### src/rtl/mwfd_pkg.sv
// Shared constants and types for the fetch-to-decode queue.
// No dependencies; mwfd_cfg, mwfd_ctrl and the top level refer to it by scoped names.
package mwfd_pkg;

  localparam int unsigned Depth      = 16;
  localparam int unsigned EntryBits  = 64;
  localparam int unsigned PtrW       = 4;
  localparam int unsigned CntW       = 5;
  localparam int unsigned BankDepth  = Depth / 2;
  localparam int unsigned BankAw     = 3;
  localparam int unsigned InBits     = 136;
  localparam int unsigned OutBits    = 144;
  localparam int unsigned AddrW      = 4;
  localparam int unsigned DataW      = 32;

  // register indexes (paddr[3:2])
  localparam logic [1:0] RegQueueCap = 2'd0;
  localparam logic [1:0] RegPushW    = 2'd1;
  localparam logic [1:0] RegPopW     = 2'd2;

  typedef struct packed {
    logic [4:0] queue_capacity;
    logic [1:0] push_width;
    logic [1:0] pop_width;
  } cfg_t;

  typedef struct packed {
    logic       flush;
    logic       be_ready;
    logic       out_space;
    logic       in_valid;
    logic [1:0] in_count;
  } in_ctl_t;

  typedef struct packed {
    logic              out_valid;
    logic [1:0]        out_count;
    logic              accept_ready;
    logic              took_input;
    logic              overflow_stall;
    logic [CntW-1:0]   occupancy;
    logic [CntW-1:0]   peak_occupancy;
    logic              head_odd;
  } res_t;

  typedef struct packed {
    logic [BankAw-1:0] rd_addr;
    logic              we;
    logic [BankAw-1:0] wr_addr;
    logic              wr_sel;
  } bank_ctl_t;

endpackage

### src/rtl/mwfd_ram.sv
// Generic single-write, single-read RAM with registered read data.
// No dependencies.
module mwfd_ram #(
  parameter int unsigned Width = 64,
  parameter int unsigned Depth = 8
) (
  input  logic                     clk_i,
  input  logic                     we_i,
  input  logic [$clog2(Depth)-1:0] waddr_i,
  input  logic [Width-1:0]         wdata_i,
  input  logic                     re_i,
  input  logic [$clog2(Depth)-1:0] raddr_i,
  output logic [Width-1:0]         rdata_o
);

  logic [Width-1:0] mem_q [Depth];
  logic [Width-1:0] rdata_q;

  always_ff @(posedge clk_i) begin
    if (we_i) begin
      mem_q[waddr_i] <= wdata_i;
    end
    if (re_i) begin
      rdata_q <= mem_q[raddr_i];
    end
  end

  assign rdata_o = rdata_q;

endmodule

### src/rtl/mwfd_cfg.sv
// APB register file: queue capacity, push width, pop width.
// Depends on mwfd_pkg.
module mwfd_cfg (
  input  logic                        clk_i,
  input  logic                        rst_ni,
  input  logic                        psel,
  input  logic                        penable,
  input  logic                        pwrite,
  input  logic [mwfd_pkg::AddrW-1:0]  paddr,
  input  logic [mwfd_pkg::DataW-1:0]  pwdata,
  output logic [mwfd_pkg::DataW-1:0]  prdata,
  output logic                        pready,
  output mwfd_pkg::cfg_t              cfg_o
);

  mwfd_pkg::cfg_t cfg_q;
  logic           wr_en;
  logic [1:0]     idx;

  assign pready = 1'b1;
  assign wr_en  = psel & penable & pwrite;
  assign idx    = paddr[3:2];

  always_ff @(posedge clk_i or negedge rst_ni) begin
    if (!rst_ni) begin
      cfg_q.queue_capacity <= 5'd16;
      cfg_q.push_width     <= 2'd2;
      cfg_q.pop_width      <= 2'd2;
    end else if (wr_en) begin
      unique case (idx)
        mwfd_pkg::RegQueueCap: cfg_q.queue_capacity <= pwdata[4:0];
        mwfd_pkg::RegPushW:    cfg_q.push_width     <= pwdata[1:0];
        mwfd_pkg::RegPopW:     cfg_q.pop_width      <= pwdata[1:0];
        default: ;
      endcase
    end
  end

  always_comb begin
    prdata = '0;
    unique case (idx)
      mwfd_pkg::RegQueueCap: prdata[4:0] = cfg_q.queue_capacity;
      mwfd_pkg::RegPushW:    prdata[1:0] = cfg_q.push_width;
      mwfd_pkg::RegPopW:     prdata[1:0] = cfg_q.pop_width;
      default:               prdata      = '0;
    endcase
  end

  assign cfg_o = cfg_q;

endmodule

### src/rtl/mwfd_ctrl.sv
// Queue bookkeeping: head, count, ready flag, peak; pop/push decisions
// and per-bank RAM addressing. Depends on mwfd_pkg.
module mwfd_ctrl (
  input  logic                  clk_i,
  input  logic                  rst_ni,
  input  logic                  accept_i,
  input  mwfd_pkg::in_ctl_t     in_i,
  input  mwfd_pkg::cfg_t        cfg_i,
  output mwfd_pkg::res_t        res_o,
  output mwfd_pkg::bank_ctl_t   bank0_o,
  output mwfd_pkg::bank_ctl_t   bank1_o
);

  logic [mwfd_pkg::PtrW-1:0] head_q, head_d, head_mid, tail, tail_p1, head_rd0;
  logic [mwfd_pkg::CntW-1:0] count_q, count_d, count_mid, cap, peak_q, peak_d;
  logic                      ready_q, ready_d, ready_new;
  logic [1:0]                pw, dw, n_pop, n_push;
  logic                      pop_go, push_go;
  logic [mwfd_pkg::CntW:0]   need;

  // clamp widths to 1..2
  always_comb begin
    pw = (cfg_i.push_width == 2'd0) ? 2'd1 :
         (cfg_i.push_width > 2'd2) ? 2'd2 : cfg_i.push_width;
    dw = (cfg_i.pop_width == 2'd0) ? 2'd1 :
         (cfg_i.pop_width > 2'd2) ? 2'd2 : cfg_i.pop_width;
    cap = (cfg_i.queue_capacity > 5'd16) ? 5'd16 : cfg_i.queue_capacity;
  end

  always_comb begin
    pop_go    = in_i.be_ready & in_i.out_space & (count_q != '0);
    n_pop     = '0;
    if (pop_go) begin
      n_pop = (count_q < {3'b0, dw}) ? count_q[1:0] : dw;
    end
    count_mid = count_q - {3'b0, n_pop};
    head_mid  = head_q + {2'b0, n_pop};
    need      = {1'b0, count_mid} + {4'b0, pw};
    ready_new = ({1'b0, cap} >= need);
    push_go   = ready_new & in_i.in_valid;
    n_push    = '0;
    if (push_go) begin
      n_push = (in_i.in_count > pw) ? pw : in_i.in_count;
    end
    tail    = head_mid + count_mid[mwfd_pkg::PtrW-1:0];
    tail_p1 = tail + 4'd1;
  end

  // next state and result
  always_comb begin
    head_d  = head_q;
    count_d = count_q;
    ready_d = ready_q;
    peak_d  = peak_q;
    res_o   = '0;
    res_o.head_odd = head_q[0];
    if (in_i.flush) begin
      head_d  = '0;
      count_d = '0;
      res_o.accept_ready   = ready_q;
      res_o.took_input     = in_i.in_valid;
      res_o.peak_occupancy = peak_q;
    end else begin
      head_d  = head_mid;
      count_d = count_mid + {3'b0, n_push};
      ready_d = ready_new;
      if (push_go && (count_d > peak_q)) begin
        peak_d = count_d;
      end
      res_o.out_valid      = pop_go;
      res_o.out_count      = n_pop;
      res_o.accept_ready   = ready_new;
      res_o.took_input     = push_go;
      res_o.overflow_stall = ~ready_new & in_i.in_valid;
      res_o.occupancy      = count_d;
      res_o.peak_occupancy = peak_d;
    end
  end

  // even entries in bank 0, odd entries in bank 1
  always_comb begin
    head_rd0        = head_q + {3'b0, head_q[0]};
    bank0_o.rd_addr = head_rd0[3:1];
    bank1_o.rd_addr = head_q[3:1];
    if (!tail[0]) begin
      bank0_o.we      = ~in_i.flush & (n_push != 2'd0);
      bank0_o.wr_addr = tail[3:1];
      bank0_o.wr_sel  = 1'b0;
      bank1_o.we      = ~in_i.flush & (n_push == 2'd2);
      bank1_o.wr_addr = tail[3:1];
      bank1_o.wr_sel  = 1'b1;
    end else begin
      bank1_o.we      = ~in_i.flush & (n_push != 2'd0);
      bank1_o.wr_addr = tail[3:1];
      bank1_o.wr_sel  = 1'b0;
      bank0_o.we      = ~in_i.flush & (n_push == 2'd2);
      bank0_o.wr_addr = tail_p1[3:1];
      bank0_o.wr_sel  = 1'b1;
    end
  end

  always_ff @(posedge clk_i or negedge rst_ni) begin
    if (!rst_ni) begin
      head_q  <= '0;
      count_q <= '0;
      ready_q <= 1'b1;
      peak_q  <= '0;
    end else if (accept_i) begin
      head_q  <= head_d;
      count_q <= count_d;
      ready_q <= ready_d;
      peak_q  <= peak_d;
    end
  end

endmodule

### src/rtl/multi_width_fetch_decode_fifo.sv
// Top level of the fetch-to-decode queue: stream ports, APB registers,
// two interleaved entry banks. Depends on mwfd_pkg, mwfd_cfg, mwfd_ctrl, mwfd_ram.
//
// Usage:
//  - Each beat on the s_axis channel is one tick of the queue: flush and
//    backend/space flags, plus an optional fetch bundle of up to two entries.
//  - Each tick yields exactly one beat on m_axis: the popped bundle (unused
//    entry lanes read zero), ready-to-fetch, took/stall flags, occupancy
//    and peak occupancy.
//  - Throughput: one beat per cycle while m_axis does not stall. The queue
//    state, the result fields and the bank read data all register at the
//    accept edge, and the output register then loads the finished beat.
//  - Entries live in two 8-deep banks (even and odd slots), so a two-entry
//    pop and a two-entry push each touch every bank at most once.
//  - When m_axis stalls, the output register and the result stage hold;
//    s_axis_tready drops only once both are full.
//  - Reset empties the queue, sets ready-to-fetch, clears peak, and loads
//    capacity 16, push width 2, pop width 2. Write registers only while idle.
module multi_width_fetch_decode_fifo (
  input  logic                          clk_i,
  input  logic                          rst_ni,
  // tdata, low bit up: flush, be_ready, out_space, in_valid,
  // in_count[1:0], in_entry0[63:0], in_entry1[63:0], 2 pad bits
  input  logic                          s_axis_tvalid,
  output logic                          s_axis_tready,
  input  logic [mwfd_pkg::InBits-1:0]   s_axis_tdata,
  // tdata, low bit up: out_valid, out_count[1:0], out_entry0[63:0],
  // out_entry1[63:0], accept_ready, took_input, overflow_stall,
  // occupancy[4:0], peak_occupancy[4:0]
  output logic                          m_axis_tvalid,
  input  logic                          m_axis_tready,
  output logic [mwfd_pkg::OutBits-1:0]  m_axis_tdata,
  input  logic                          psel,
  input  logic                          penable,
  input  logic                          pwrite,
  input  logic [mwfd_pkg::AddrW-1:0]    paddr,
  input  logic [mwfd_pkg::DataW-1:0]    pwdata,
  output logic [mwfd_pkg::DataW-1:0]    prdata,
  output logic                          pready
);

  mwfd_pkg::cfg_t      cfg;
  mwfd_pkg::in_ctl_t   in_ctl;
  mwfd_pkg::res_t      res, res_q;
  mwfd_pkg::bank_ctl_t bank0, bank1;

  logic                              s_fire, p_adv, p_valid_q, m_valid_q;
  logic [mwfd_pkg::EntryBits-1:0]    pay0, pay1, wd0, wd1, rd0, rd1, e0, e1;
  logic [mwfd_pkg::OutBits-1:0]      m_data_q, m_data_d;

  assign in_ctl.flush         = s_axis_tdata[0];
  assign in_ctl.be_ready      = s_axis_tdata[1];
  assign in_ctl.out_space     = s_axis_tdata[2];
  assign in_ctl.in_valid      = s_axis_tdata[3];
  assign in_ctl.in_count      = s_axis_tdata[5:4];
  assign pay0                 = s_axis_tdata[69:6];
  assign pay1                 = s_axis_tdata[133:70];

  // advance the result stage when the output register is free or draining
  assign p_adv         = ~m_valid_q | m_axis_tready;
  assign s_axis_tready = ~p_valid_q | p_adv;
  assign s_fire        = s_axis_tvalid & s_axis_tready;

  mwfd_cfg u_cfg (
    .clk_i   (clk_i),
    .rst_ni  (rst_ni),
    .psel    (psel),
    .penable (penable),
    .pwrite  (pwrite),
    .paddr   (paddr),
    .pwdata  (pwdata),
    .prdata  (prdata),
    .pready  (pready),
    .cfg_o   (cfg)
  );

  mwfd_ctrl u_ctrl (
    .clk_i    (clk_i),
    .rst_ni   (rst_ni),
    .accept_i (s_fire),
    .in_i     (in_ctl),
    .cfg_i    (cfg),
    .res_o    (res),
    .bank0_o  (bank0),
    .bank1_o  (bank1)
  );

  assign wd0 = bank0.wr_sel ? pay1 : pay0;
  assign wd1 = bank1.wr_sel ? pay1 : pay0;

  // read data holds while the result stage is stalled (read only on accept)
  mwfd_ram #(
    .Width (mwfd_pkg::EntryBits),
    .Depth (mwfd_pkg::BankDepth)
  ) u_bank0 (
    .clk_i   (clk_i),
    .we_i    (s_fire & bank0.we),
    .waddr_i (bank0.wr_addr),
    .wdata_i (wd0),
    .re_i    (s_fire),
    .raddr_i (bank0.rd_addr),
    .rdata_o (rd0)
  );

  mwfd_ram #(
    .Width (mwfd_pkg::EntryBits),
    .Depth (mwfd_pkg::BankDepth)
  ) u_bank1 (
    .clk_i   (clk_i),
    .we_i    (s_fire & bank1.we),
    .waddr_i (bank1.wr_addr),
    .wdata_i (wd1),
    .re_i    (s_fire),
    .raddr_i (bank1.rd_addr),
    .rdata_o (rd1)
  );

  // result stage: control fields beside the bank read registers
  always_ff @(posedge clk_i) begin
    if (s_fire) begin
      res_q <= res;
    end
  end

  always_ff @(posedge clk_i or negedge rst_ni) begin
    if (!rst_ni) begin
      p_valid_q <= 1'b0;
      m_valid_q <= 1'b0;
    end else begin
      if (s_axis_tready) begin
        p_valid_q <= s_fire;
      end
      if (p_adv) begin
        m_valid_q <= p_valid_q;
      end
    end
  end

  // rotate lanes by head parity; drop entries beyond out_count
  always_comb begin
    e0 = res_q.head_odd ? rd1 : rd0;
    e1 = res_q.head_odd ? rd0 : rd1;
    if (res_q.out_count == 2'd0) begin
      e0 = '0;
    end
    if (res_q.out_count != 2'd2) begin
      e1 = '0;
    end
    m_data_d = {res_q.peak_occupancy, res_q.occupancy, res_q.overflow_stall,
                res_q.took_input, res_q.accept_ready, e1, e0,
                res_q.out_count, res_q.out_valid};
  end

  always_ff @(posedge clk_i) begin
    if (p_adv && p_valid_q) begin
      m_data_q <= m_data_d;
    end
  end

  assign m_axis_tvalid = m_valid_q;
  assign m_axis_tdata  = m_data_q;

endmodule

### config.mk
export PLATFORM = sky130hd
export DESIGN_NAME = multi_width_fetch_decode_fifo
export DESIGN_NICKNAME = d
export VERILOG_FILES = /design/src/rtl/mwfd_pkg.sv /design/src/rtl/mwfd_ram.sv /design/src/rtl/mwfd_cfg.sv /design/src/rtl/mwfd_ctrl.sv /design/src/rtl/multi_width_fetch_decode_fifo.sv
export SDC_FILE = /design/constraint.sdc
export NUM_CORES = 2
export LEC_CHECK = 0
export ABC_CLOCK_PERIOD_IN_PS = 10900
export BUFFER_PORTS_ARGS = -buffer_cell sky130_fd_sc_hd__buf_2
export CAP_MARGIN = 20
export CORE_MARGIN = 10
export CORE_UTILIZATION = 60
export CTS_BUF_LIST = sky130_fd_sc_hd__clkbuf_8
export CTS_CLUSTER_DIAMETER = 150
export DETAILED_ROUTE_END_ITERATION = 8
export HOLD_SLACK_MARGIN = 0.08
export PLACE_DENSITY = 0.79
export SLEW_MARGIN = 20
export SYNTH_ARGS = -nofsm -noshare
export SYNTH_HDL_FRONTEND = slang
export SYNTH_SLANG_ARGS = --single-unit
### constraint.sdc
create_clock -name clk_i -period 10.9 [get_ports clk_i]
set_input_delay 2.18 -clock clk_i [delete_from_list [all_inputs] [get_ports clk_i]]
set_output_delay 2.18 -clock clk_i [all_outputs]
set_load 0.01 [all_outputs]
==> metrics.md <==
| Metric | Value |
|---|---|
| Outcome | `complete, no violations` |
| DRT Wirelength | `116,000 um` |
| Rows | `109` |
| Clock Skew | `0.0434 ns` |
| Seq pwr share | `51.2%` |
| Largest net degree at the start of global routing | `76` |
| Fill cells | `5,362` |
| Die W | `318 um` |
| Final worst setup slack | `2.03 ns` |
| Pre-Repair DR Iteration Count | `6` |
| Sw Ratio | `28.8%` |
| Tot Pwr | `13,000 uW` |
| Clock transition at the registers of the reported paths | `0.06 ns` |
| DRC violations left | `0` |
| Slew HR | `25.4%` |
| First-pass GRT wire length | `176,000 um` |
| Clock power frac | `29.2%` |
| Mapped Cells | `2,784` |
| Synth Register Bits | `1,339` |
| Reg2Reg Depth | `29` |
| Slew @ Worst Pin | `1.12 ns` |
| Internal power | `9250 uW` |
| Pwr/cell area | `217 nW/um2` |
| Overflow after GRT | `0` |
| Worst R2R Setup Slack | `2.18 ns` |
| Setup_tns | `0 ns` |
| Register area | `40,100 um2` |
| RSZ-0062 raised after global routing | `no` |
| CTS Buf Count | `203` |
| Per-cell routed wire length | `25.7 um` |
| Core footprint | `88,200 um2` |
| # port buffers | `298` |
| Yosys warning count | `0` |
| CP startpoint | `s_axis_tdata[2]` |
| Ys async rst share | `1.94%` |
| Worst R2R End | `u_ctrl.peak_q[1]` |
| Die H | `318 um` |
| Hold Vio Cnt, Final | `0` |
| I/O pin cnt | `358` |
| Clk sink count | `1,339` |
| Setup WS pre-CTS | `1.33 ns` |
| Crit Path Max Fanout | `6` |
| Critical Path AT | `9.60 ns` |
| Final net count | `3,415` |
| CP startpoint kind | `input port` |
| Syn-to-layout area delta | `12.7%` |
| Final Slew Violations | `0` |
| Crit. End Element | `flop` |
| Worst setup path endpoint | `u_ctrl.peak_q[1]` |
| Routed vias/inst | `6.00` |
| FF-to-FF Start | `u_ctrl.count_q[2]` |
| Post-synth cell types | `54` |
| Worst-Skew Late Latency | `0.88 ns` |
| Vias in the first global route | `28,700` |
| CP Class | `in2reg` |
| F_max | `113 MHz` |
| CTS tree | `built` |
| Layout cells sized above 1 | `31.1%` |
| Net Switching | `3740 uW` |
| Antenna violations before repair | `1` |
| VDD IR max | `138 uV` |
| Root Driver | `clkbuf_8` |
| Gpl congestion | `0.821` |
| Required time of the critical path | `11.64 ns` |
| Register area share after synthesis | `75.3%` |
| Mean Syn Cell Area | `19.1 um2` |
| Combinational fraction of design power | `19.6%` |
| Max-cap violation count | `0` |
| Setup-failing EPs final | `0` |
| Initial DRC count | `3,011` |
| Leakage | `0.0208 uW` |
| Cts hold-fix bufs | `0` |
| HPWL after detailed placement | `69,900 um` |
| Initial Utilization | `60.3%` |
| Vias | `27,200` |
| EDFF count, synth | `1,313` |
| ANT nets after route | `0` |
| Post-CTS Setup Inserts | `0` |
| Hold WC Path Type | `reg2reg` |
| Min cycle time layout | `8.87 ns` |
| Period utilisation layout | `81.3%` |
| Gates resized, CTS repair | `0` |
| Netlist Area Pre-Place | `53,200 um2` |
| Multi-input logic area | `12,600 um2` |
| GRT Util Overall | `23.1%` |
| Htree depth | `4` |
| Longest Clk Path Bufs | `3` |
| Die area | `101,000 um2` |
| Synth Flop Type | `edfxtp_1` |
-- area by class of cell --
class	count	area share (%)
Clock inverter	164	1.55
Clock buffer	203	4.66
Timing Repair Buffer	353	3.36
Inverter	20	0.138
Tap cell	1165	2.43
Antenna cell	3	0.0125
Multi-Input combinational cell	1289	21.0
Sequential cell	1339	66.9
-- worst max-delay path: stages --
cell       delay, ns
buf_2           0.10
o311a_1         0.21
o211a_1         0.21
ha_1            0.17
inv_1           0.05
fa_1            0.68
inv_1           0.09
fa_1            0.46
nor2_1          0.13
a21oi_1         0.05
o32ai_1         0.36
xnor2_1         0.15
ha_1            0.35
a21o_1          0.18
a211o_1         0.30
and3_1          0.26
and2_1          0.21
ha_1            0.24
fa_1            0.50
a2111oi_0       0.49
a41oi_1         0.13
xnor2_1         0.40
ha_1            0.33
a31oi_1         0.21
and3_1          0.19
nand4_1         0.10
a21oi_1         0.46
mux2_2          0.40
-- metrics by stage --
step                cells  hold slack (ns)  cell area [um2]  util, %
floorplan            2810            0.400            53300        -
global placement     4163            0.408            56100     63.6
detailed placement   4164            0.405            56200     63.6
CTS                  4531            0.411            59900     67.9
global route         4534            0.419            59900     67.9
finish               4536            0.414            59900     67.9
-- layer usage --
| metal | up-vias | track usage, % | part of all wire, % |
|---|---|---|---|
| li1 | 11700 | - | - |
| met1 | 14000 | 31.3 | 39 |
| met2 | 1346 | 37.5 | 50 |
| met3 | 189 | 4.77 | 9.0 |
| met4 | 0 | 7.39 | 2.2 |
| met5 | - | 0 | 0 |
-- worst min path at each step --
stage | slack, ns | end | from | cells after the start
2_1_floorplan | 0.40 | m_axis_tdata[0] | m_data_d[0] | 0
3_3_place_gp | 0.41 | m_axis_tdata[139] | m_data_d[139] | 0
3_5_place_dp | 0.41 | m_axis_tdata[142] | m_data_d[142] | 0
4_1_cts | 0.41 | m_axis_tdata[142] | m_data_d[142] | 0
5_1_grt | 0.42 | m_axis_tdata[142] | m_data_d[142] | 0
6_report | 0.41 | m_axis_tdata[142] | m_data_d[142] | 0
-- cell families after synthesis --
group	after synthesis	share of synthesized area, %
adder cells (fa/ha/maj)	31	0.795
flip-flops	1339	75.3
AO/OA/AOI/OAI	51	0.595
AND/OR/NAND/NOR	620	4.67
XOR/XNOR	18	0.379
other	2	0.0141
multiplexers	541	16.6
buffers and inverters	182	1.62
-- power groups by stage --
stage	registers (uW)	logic [uW]	clock network (uW)
global route	6680	2790	4090
CTS	6660	2540	3850
detailed placement	6760	2530	0
finish	6660	2550	3790
floorplan	6740	1680	0
global placement	6750	2400	0
-- cells in the mapped netlist, drive strengths merged (7+ instances only) --
cell	n	area share (%)
nand2b	7	0.082
xor2	8	0.17
dfrtp	22	1.0
a21oi	12	0.11
nand2	408	2.9
mux2	150	3.2
clkbuf	83	0.59
o21ai	19	0.18
nor2b	9	0.11
ha	25	0.59
nor2	156	1.1
mux2i	135	2.5
inv	19	0.13
and2	14	0.16
xnor2	9	0.16
buf	79	0.89
mux4	256	11
edfxtp	1313	74
-- sequential cells by signal (all words and copies together), names as in the netlist --
register         flops
m_axis_tdata       144
m_axis_tvalid        1
m_data_d            16
p_valid_q            1
res_q                1
u_bank0.mem_q      512
u_bank0.rdata_o     64
u_bank1.mem_q      512
u_bank1.rdata_o     64
u_cfg.cfg_o          9
u_ctrl.count_q       5
u_ctrl.head_q        4
u_ctrl.peak_q        5
u_ctrl.ready_q       1
-- layout by cell type (no fill, tap or decap), types with 5 or more instances in the layout --
cell / instances
bufinv_16: 6
and3_1: 5
clkinv_2: 29
mux2_2: 150
clkbuf_8: 203
o21ai_0: 19
buf_2: 298
nand2_1: 408
dfrtp_1: 19
nand2b_1: 6
conb_1: 28
inv_1: 71
nand3_1: 6
mux4_2: 251
buf_4: 48
xnor2_1: 7
nor2_4: 13
clkinv_1: 59
a21oi_1: 8
ha_1: 24
inv_8: 5
mux4_1: 5
clkinvlp_4: 5
nor2b_1: 9
fa_1: 5
edfxtp_1: 1313
mux2i_1: 135
and2_1: 13
nor2_1: 143
No activity file was read; power rests on OpenSTA's default activity.
